### src/sv/plsc_pkg.sv
// ----------------------------------------------------------------------------
// Peak list similarity check package
// Shared widths, register indexes, reset values, ratio window and verdict codes.
// ----------------------------------------------------------------------------
package plsc_pkg;

   // Fixed field widths.
   localparam int COUNT_W     = 8;
   localparam int TOL_W       = 16;
   localparam int CSR_DATA_W  = 16;
   localparam int CSR_INDEX_W = 2;

   // Register indexes of the configuration port.
   typedef enum logic [CSR_INDEX_W-1:0] {
      CSR_AMP_TOL     = 2'd0,
      CSR_FREQ_TOL    = 2'd1,
      CSR_COUNT_LIMIT = 2'd2,
      CSR_CLOSE_LIMIT = 2'd3
   } csr_index_type;

   // Register values after reset.
   localparam logic [TOL_W-1:0]   AMP_TOL_RST     = 16'd800;
   localparam logic [TOL_W-1:0]   FREQ_TOL_RST    = 16'd8;
   localparam logic [COUNT_W-1:0] COUNT_LIMIT_RST = 8'd10;
   localparam logic [COUNT_W-1:0] CLOSE_LIMIT_RST = 8'd3;

   // Ratio window 0.95 .. 1.05 as 19/20 .. 21/20.
   localparam int RATIO_LO  = 19;
   localparam int RATIO_DEN = 20;
   localparam int RATIO_HI  = 21;

   // Verdict codes.
   typedef enum logic [2:0] {
      VERDICT_COUNT_DIFF = 3'd0,
      VERDICT_AMP_DIFF   = 3'd1,
      VERDICT_FREQ_DIFF  = 3'd2,
      VERDICT_SIMILAR    = 3'd3,
      VERDICT_IDENTICAL  = 3'd4
   } verdict_type;

endpackage

### src/sv/peak_list_similarity_check_top.sv
// ----------------------------------------------------------------------------
// Peak list similarity check
// Compares a current peak list against a reference list, one peak pair per
// transfer, and reports a verdict at the end of each comparison.
// ----------------------------------------------------------------------------
// Usage:
//   The req_ channel carries one peak pair per transfer, together with both
//   peak counts and a last flag. Pair 0 is skipped, pair 1 sets the scale
//   bases, and later pairs below both counts are checked against the
//   tolerances. Only a transfer with req_last set produces a result on the
//   rsp_ channel: a verdict and a match flag.
//   Each pair passes through the input register, where it is folded into the
//   comparison state; a last pair's result is then registered in the output
//   register, which drives rsp_valid. Throughput is one pair per cycle unless
//   a last pair waits on a stalled receiver, set by the single state update
//   per cycle (two pairs of 2*VALUE_WIDTH products and compares).
//   When the receiver stalls, the output register holds its verdict; pairs
//   that are not last keep flowing, and a last pair waits in the input
//   register, which drops req_ready.
//   Reset loads the register defaults and clears the comparison state. The
//   csr_ port writes a register at every clock edge with csr_we high.
// ----------------------------------------------------------------------------
module peak_list_similarity_check_top import plsc_pkg::*; #(
   parameter int MAX_PEAKS   = 255,
   parameter int VALUE_WIDTH = 16
) (
   input  logic                   clock,
   input  logic                   reset,
   // Configuration port
   input  logic                   csr_we,
   input  logic [CSR_INDEX_W-1:0] csr_index,
   input  logic [CSR_DATA_W-1:0]  csr_wdata,
   // Input channel
   input  logic                   req_valid,
   output logic                   req_ready,
   input  logic [VALUE_WIDTH-1:0] req_cur_amp,
   input  logic [VALUE_WIDTH-1:0] req_cur_freq,
   input  logic [VALUE_WIDTH-1:0] req_ref_amp,
   input  logic [VALUE_WIDTH-1:0] req_ref_freq,
   input  logic [COUNT_W-1:0]     req_cur_count,
   input  logic [COUNT_W-1:0]     req_ref_count,
   input  logic                   req_last,
   // Result channel
   output logic                   rsp_valid,
   input  logic                   rsp_ready,
   output logic [2:0]             rsp_verdict,
   output logic                   rsp_tracks_match
);

   localparam int PIDX_W    = $clog2(MAX_PEAKS + 1);
   localparam int CNT_CMP_W = (PIDX_W > COUNT_W) ? PIDX_W : COUNT_W;
   localparam int PROD_W    = 2 * VALUE_WIDTH;
   localparam int TOLP_W    = TOL_W + VALUE_WIDTH;
   localparam int DCMP_W    = (PROD_W > TOLP_W) ? PROD_W : TOLP_W;
   localparam int RATIO_W   = VALUE_WIDTH + 5;
   localparam logic [PIDX_W-1:0] PIDX_MAX = PIDX_W'(MAX_PEAKS);

   // True when |rv*bc - cv*br| > tol*br, or when the reference base is zero.
   function automatic logic pair_mismatch(input logic [VALUE_WIDTH-1:0] cv,
                                          input logic [VALUE_WIDTH-1:0] rv,
                                          input logic [VALUE_WIDTH-1:0] bc,
                                          input logic [VALUE_WIDTH-1:0] br,
                                          input logic [TOL_W-1:0]       tol);
      logic [PROD_W-1:0] prod_a;
      logic [PROD_W-1:0] prod_b;
      logic [PROD_W-1:0] prod_gap;
      logic [TOLP_W-1:0] limit;
      prod_a   = PROD_W'(rv) * PROD_W'(bc);
      prod_b   = PROD_W'(cv) * PROD_W'(br);
      prod_gap = (prod_a >= prod_b) ? (prod_a - prod_b) : (prod_b - prod_a);
      limit    = TOLP_W'(tol) * TOLP_W'(br);
      return (br == '0) || (DCMP_W'(prod_gap) > DCMP_W'(limit));
   endfunction

   // True when bc/br lies strictly inside the ratio window.
   function automatic logic ratio_close(input logic [VALUE_WIDTH-1:0] bc,
                                        input logic [VALUE_WIDTH-1:0] br);
      logic [RATIO_W-1:0] cur_scaled;
      logic [RATIO_W-1:0] ref_lo;
      logic [RATIO_W-1:0] ref_hi;
      cur_scaled = RATIO_W'(bc) * RATIO_W'(RATIO_DEN);
      ref_lo     = RATIO_W'(br) * RATIO_W'(RATIO_LO);
      ref_hi     = RATIO_W'(br) * RATIO_W'(RATIO_HI);
      return (br != '0) && (cur_scaled > ref_lo) && (cur_scaled < ref_hi);
   endfunction

   // Configuration registers
   logic [TOL_W-1:0]   amp_tol_ff;
   logic [TOL_W-1:0]   freq_tol_ff;
   logic [COUNT_W-1:0] count_limit_ff;
   logic [COUNT_W-1:0] close_limit_ff;

   // Input register
   logic                   a_valid_ff;
   logic [VALUE_WIDTH-1:0] a_cur_amp_ff;
   logic [VALUE_WIDTH-1:0] a_cur_freq_ff;
   logic [VALUE_WIDTH-1:0] a_ref_amp_ff;
   logic [VALUE_WIDTH-1:0] a_ref_freq_ff;
   logic [COUNT_W-1:0]     a_cur_count_ff;
   logic [COUNT_W-1:0]     a_ref_count_ff;
   logic                   a_last_ff;

   // Comparison state
   logic [PIDX_W-1:0]      pidx_ff;
   logic [PIDX_W-1:0]      pidx_in;
   logic [VALUE_WIDTH-1:0] base_cur_amp_ff;
   logic [VALUE_WIDTH-1:0] base_ref_amp_ff;
   logic [VALUE_WIDTH-1:0] base_cur_freq_ff;
   logic [VALUE_WIDTH-1:0] base_ref_freq_ff;
   logic [VALUE_WIDTH-1:0] base_cur_amp_in;
   logic [VALUE_WIDTH-1:0] base_ref_amp_in;
   logic [VALUE_WIDTH-1:0] base_cur_freq_in;
   logic [VALUE_WIDTH-1:0] base_ref_freq_in;
   logic                   amp_failed_ff;
   logic                   freq_failed_ff;
   logic                   amp_failed_in;
   logic                   freq_failed_in;

   // Output register
   logic                   rsp_valid_ff;
   verdict_type            verdict_ff;
   verdict_type            verdict_in;
   logic                   match_ff;

   logic                   a_advance;
   logic                   req_xfer;
   logic                   is_base;
   logic                   is_check;
   logic                   amp_mis;
   logic                   freq_mis;
   logic [CNT_CMP_W-1:0]   pidx_x;
   logic [COUNT_W-1:0]     count_diff;

   // The input register empties whenever its item can move on.
   assign a_advance = a_valid_ff && (!a_last_ff || !rsp_valid_ff || rsp_ready);
   assign req_ready = !a_valid_ff || a_advance;
   assign req_xfer  = req_valid && req_ready;

   // Configuration writes.
   always_ff @(posedge clock) begin
      if (reset) begin
         amp_tol_ff     <= AMP_TOL_RST;
         freq_tol_ff    <= FREQ_TOL_RST;
         count_limit_ff <= COUNT_LIMIT_RST;
         close_limit_ff <= CLOSE_LIMIT_RST;
      end else if (csr_we) begin
         unique case (csr_index_type'(csr_index))
            CSR_AMP_TOL:     amp_tol_ff     <= csr_wdata[TOL_W-1:0];
            CSR_FREQ_TOL:    freq_tol_ff    <= csr_wdata[TOL_W-1:0];
            CSR_COUNT_LIMIT: count_limit_ff <= csr_wdata[COUNT_W-1:0];
            CSR_CLOSE_LIMIT: close_limit_ff <= csr_wdata[COUNT_W-1:0];
            default: ;
         endcase
      end
   end

   // Input register: control.
   always_ff @(posedge clock) begin
      if (reset) begin
         a_valid_ff <= 1'b0;
      end else if (req_ready) begin
         a_valid_ff <= req_valid;
      end
   end

   // Input register: payload.
   always_ff @(posedge clock) begin
      if (req_xfer) begin
         a_cur_amp_ff   <= req_cur_amp;
         a_cur_freq_ff  <= req_cur_freq;
         a_ref_amp_ff   <= req_ref_amp;
         a_ref_freq_ff  <= req_ref_freq;
         a_cur_count_ff <= req_cur_count;
         a_ref_count_ff <= req_ref_count;
         a_last_ff      <= req_last;
      end
   end

   // Classify the pair by its index.
   assign pidx_x   = CNT_CMP_W'(pidx_ff);
   assign is_base  = (pidx_ff == PIDX_W'(1));
   assign is_check = (pidx_ff >= PIDX_W'(2)) &&
                     (pidx_x < CNT_CMP_W'(a_cur_count_ff)) &&
                     (pidx_x < CNT_CMP_W'(a_ref_count_ff));

   // Tolerance checks by cross-multiplication.
   assign amp_mis  = pair_mismatch(a_cur_amp_ff, a_ref_amp_ff, base_cur_amp_ff,
                                   base_ref_amp_ff, amp_tol_ff);
   assign freq_mis = pair_mismatch(a_cur_freq_ff, a_ref_freq_ff, base_cur_freq_ff,
                                   base_ref_freq_ff, freq_tol_ff);

   // State after this pair; the verdict is taken from these values.
   always_comb begin
      base_cur_amp_in  = is_base ? a_cur_amp_ff  : base_cur_amp_ff;
      base_ref_amp_in  = is_base ? a_ref_amp_ff  : base_ref_amp_ff;
      base_cur_freq_in = is_base ? a_cur_freq_ff : base_cur_freq_ff;
      base_ref_freq_in = is_base ? a_ref_freq_ff : base_ref_freq_ff;
      amp_failed_in    = amp_failed_ff  || (is_check && amp_mis);
      freq_failed_in   = freq_failed_ff || (is_check && freq_mis);
      pidx_in          = (pidx_ff < PIDX_MAX) ? (pidx_ff + PIDX_W'(1)) : pidx_ff;
   end

   // Verdict in order of priority.
   assign count_diff = (a_cur_count_ff >= a_ref_count_ff) ?
                       (a_cur_count_ff - a_ref_count_ff) :
                       (a_ref_count_ff - a_cur_count_ff);

   always_comb begin
      if (count_diff >= count_limit_ff) begin
         verdict_in = VERDICT_COUNT_DIFF;
      end else if (amp_failed_in) begin
         verdict_in = VERDICT_AMP_DIFF;
      end else if (freq_failed_in) begin
         verdict_in = VERDICT_FREQ_DIFF;
      end else if ((pidx_in >= PIDX_W'(2)) && (count_diff < close_limit_ff) &&
                   ratio_close(base_cur_amp_in, base_ref_amp_in) &&
                   ratio_close(base_cur_freq_in, base_ref_freq_in)) begin
         verdict_in = VERDICT_IDENTICAL;
      end else begin
         verdict_in = VERDICT_SIMILAR;
      end
   end

   // Comparison state update; a last pair returns it to its reset value.
   always_ff @(posedge clock) begin
      if (reset || (a_advance && a_last_ff)) begin
         pidx_ff          <= '0;
         base_cur_amp_ff  <= '0;
         base_ref_amp_ff  <= '0;
         base_cur_freq_ff <= '0;
         base_ref_freq_ff <= '0;
         amp_failed_ff    <= 1'b0;
         freq_failed_ff   <= 1'b0;
      end else if (a_advance) begin
         pidx_ff          <= pidx_in;
         base_cur_amp_ff  <= base_cur_amp_in;
         base_ref_amp_ff  <= base_ref_amp_in;
         base_cur_freq_ff <= base_cur_freq_in;
         base_ref_freq_ff <= base_ref_freq_in;
         amp_failed_ff    <= amp_failed_in;
         freq_failed_ff   <= freq_failed_in;
      end
   end

   // Output register: control.
   always_ff @(posedge clock) begin
      if (reset) begin
         rsp_valid_ff <= 1'b0;
      end else if (a_advance && a_last_ff) begin
         rsp_valid_ff <= 1'b1;
      end else if (rsp_ready) begin
         rsp_valid_ff <= 1'b0;
      end
   end

   // Output register: payload.
   always_ff @(posedge clock) begin
      if (a_advance && a_last_ff) begin
         verdict_ff <= verdict_in;
         match_ff   <= (verdict_in == VERDICT_SIMILAR) ||
                       (verdict_in == VERDICT_IDENTICAL);
      end
   end

   assign rsp_valid        = rsp_valid_ff;
   assign rsp_verdict      = verdict_ff;
   assign rsp_tracks_match = match_ff;

endmodule

### config.mk
export PLATFORM = sky130hd
export DESIGN_NAME = peak_list_similarity_check_top
export DESIGN_NICKNAME = d
export VERILOG_FILES = /design/src/sv/plsc_pkg.sv /design/src/sv/peak_list_similarity_check_top.sv
export SDC_FILE = /design/constraint.sdc
export NUM_CORES = 2
export LEC_CHECK = 0
export BUFFER_PORTS_ARGS = -buffer_cell sky130_fd_sc_hd__buf_4
export CAP_MARGIN = 5
export CORE_MARGIN = 2
export CORE_UTILIZATION = 25
export CTS_CLUSTER_SIZE = 10
export DETAILED_ROUTE_END_ITERATION = 7
export PLACE_DENSITY = 0.35
export SLEW_MARGIN = 5
export SYNTH_ARGS = -nofsm -noshare
export SYNTH_HDL_FRONTEND = slang
export SYNTH_SLANG_ARGS = --single-unit
### constraint.sdc
create_clock -name clock -period 28.2 [get_ports clock]
set_input_delay 8.46 -clock clock [delete_from_list [all_inputs] [get_ports clock]]
set_output_delay 8.46 -clock clock [all_outputs]
set_load 0.05 [all_outputs]
==> results.py <==
metrics = {
    "outcome": {
        "run_status": "finished clean",
    },
    "pwr": {
        "peakVddDrop_uv": 89.89,
        "leakagePower_nw": 41.73,
        "power.total_mw": 6.063,
        "p_int_mw": 2.545,
        "swShare_pct": 58.03,
        "clock_power_share_pct": 8.1,
        "p_sw_mw": 3.518,
        "seq_power_share_pct": 6.2,
        "comb_power_share_pct": 85.8,
        "power.density_nw_per_um2": 72.51,
    },
    "timing": {
        "max_freq_mhz": 55.94,
        "finalWorstSetupSlack_ns": 10.32,
        "setup_violations": 0,
        "slew_viol_final": 0,
        "slew_headroom_pct": 20.27,
        "min_period_over_period_pct": 63.40,
        "worst_slew_pin_slew_ns": 1.196,
        "clock_skew_ns": 0.03208,
        "fin_tns_setup_ns": 0,
        "hold_viol": 0,
        "fin_hold_ws_ns": 0.4612,
        "rsz0062_at_grt": "false",
        "min_period_ns": 17.88,
    },
    "place": {
        "placed_area_um2": 82380,
        "gp_congestion": 0.8443,
        "place_inst": 13030,
        "dp_hpwl_um": 206800,
        "port_buffers": 109,
        "dp_worst_setup_slack_ns": 10.31,
    },
    "clocking": {
        "cts_setup_buffers": 0,
        "worstSkewPairLatency_ns": 0.65,
        "cts_max_path_buffers": 3,
        "path_clk_slew_ns": 0.05,
        "cts_resized": 0,
        "cts_tree": "built",
        "cts-root-buf": "clkbuf_16",
        "cts_buffers": 36,
        "hold_buffers": 0,
        "cts_htree_levels": 2,
        "cts_num_sinks": 209,
    },
    "synth": {
        "yosysSeqAreaShare_pct": 6.548,
        "synth_seq_cells": 209,
        "synth_edf_count": 85,
        "synth_area_leaders": "fa_1 (32%), ha_1 (19%), inv_1 (8.8%)",
        "synthesis.instances": 9069,
        "syn-cell-area_um2": 76890,
        "syn-mean-instance-area_um2": 8.478,
        "yosys.area.top_type": "fa_1",
        "yosysMostFrequentCell": "inv_1",
        "synthTopCellsByCount": "inv_1 (1809), fa_1 (1218), ha_1 (1172), nand2_1 (1171), and2_1 (652)",
        "async_reset_ff_share_pct": 0,
        "synth_cell_types": 95,
        "ys_warn_count": 0,
        "syn_nets": 11560,
        "yosys_most_used_dff": "dfxtp_1",
        "yosysTopAreaCellShare_pct": 31.71,
    },
    "critical_path": {
        "critPathLaunchType": "primary input",
        "crit_type": "in2out",
        "worstSetupEndpointType": "primary output",
        "arrival_ns": 9.42,
        "crit_fanout": 4,
        "required_ns": 19.74,
    },
    "worst_hold_path": {
        "min_path_type": "reg2reg",
    },
    "floorplan": {
        "core_region_area_um2": 305800,
        "initial_utilization_pct": 25.14,
        "num_rows": 203,
        "die_x_um": 558.6,
        "die_y_um": 558.6,
        "ios": 110,
        "dieArea_um2": 312000,
    },
    "routing": {
        "drt-initial-drc-count": 2741,
        "routed_wl_um": 254200,
        "drc": 0,
        "vias": 59580,
        "top_layer": "met5",
        "ant_nets": 0,
        "met2_length_um": 127800,
        "wl_met3_um": 5829,
        "wl_per_cell_um": 19.41,
        "dr.pass1.iters": 5,
        "viasPerCell": 4.549,
        "wl_met1_um": 115300,
    },
    "run": {
        "maxCapViolations": 0,
    },
    "global_routing": {
        "antenna_found_initial": 10,
        "grt.overflow.total": 0,
        "grt_first_pass_wirelength_um": 397600,
        "grt_pass1_vias": 64700,
        "grt_max_degree": 77,
        "grt.total_usage_pct": 16.58,
    },
    "cells_and_area": {
        "stdcell_count": 13100,
        "final_util_pct": 27.34,
        "layout-drive-gt1-share_pct": 4.682,
        "final_area_um2": 83620,
        "layout.nets": 11460,
        "fillCellCount": 33220,
        "syn2layout_area_growth_pct": 8.757,
    },
}
[worst max-delay path, stage by stage]
cell and delay (ns):
buf_4 0.13, nor2b_1 0.22, buf_4 0.22, nand3_1 0.14, buf_4 0.24
[power by group through the flow]
stage,Combinational (mW),Clock [mW],Sequential (mW)
floorplan,3.63,0,0.352
global placement,5.26,0,0.381
detailed placement,5.26,0,0.381
CTS,5.30,0.516,0.374
global route,5.88,0.521,0.377
finish,5.20,0.489,0.373
[path summary, 6_finish.rpt]
path | slack, ns | to | depth (start not counted) | start
setup / recovery | 10.32 | req_ready | 5 | rsp_ready
hold / removal | 0.46 | count_limit_ff[5] | 2 | count_limit_ff[5]
setup reg to reg | 15.04 | rsp_verdict[2] | 38 | base_cur_amp_ff[2]
hold reg to reg | 0.46 | count_limit_ff[5] | 2 | count_limit_ff[5]
[routing by layer]
layer | vias up | global-route usage [%]
met5 | - | 0
li1 | 28320 | -
met3 | 196 | 1.021
met2 | 740 | 29.95
met1 | 30320 | 21.57
met4 | 2 | 3.459
[sequential cells by signal, indices dropped and copies added (netlist names), 3 cells and up]
register,flops
a_cur_amp_ff,16
a_cur_freq_ff,16
a_ref_amp_ff,16
a_ref_freq_ff,16
amp_tol_ff,16
base_cur_amp_ff,16
base_cur_freq_ff,16
base_ref_amp_ff,16
base_ref_freq_ff,16
freq_tol_ff,16
a_cur_count_ff,8
a_ref_count_ff,8
close_limit_ff,8
count_limit_ff,8
pidx_ff,8
rsp_verdict,3
[cell type report]
cell class / count / area [um^2] / area share, %
sequential: 209 / 5035 / 6.021
antenna: 5 / 12.51 / 0.01496
clock buffer: 47 / 1003 / 1.200
multi-input combinational: 6661 / 63560 / 76.01
tap: 4100 / 5130 / 6.135
timing repair buffer: 247 / 1854 / 2.218
clock inverter: 18 / 227.7 / 0.2723
inverter: 1810 / 6794 / 8.125
[cells by family (layout without fill, tap and decap cells)]
kind of cell,Yosys count,count (layout),share of synthesized area (%)
compound gates,1192,1192,10.06
xor+xnor,339,339,3.862
fa+ha+maj,2390,2390,50.79
buf+inv,2199,2122,10.84
flops,209,209,6.548
mux,100,100,1.370
other cells,0,5,0
simple gates,2640,2640,16.54
[cells in the final DEF, fill, tap and decap left out, drive strengths merged, types with 191 or more instances in the layout]
| cell | Yosys | layout |
|---|---|---|
| nor2 | 304 | 304 |
| fa | 1218 | 1218 |
| inv | 1810 | 1815 |
| xnor2 | 191 | 191 |
| nand2 | 1171 | 1171 |
| o21ai | 210 | 210 |
| ha | 1172 | 1172 |
| and2 | 653 | 653 |
| a21oi | 389 | 389 |
| buf | 48 | 247 |
No activity file was read; power rests on OpenSTA's default activity.
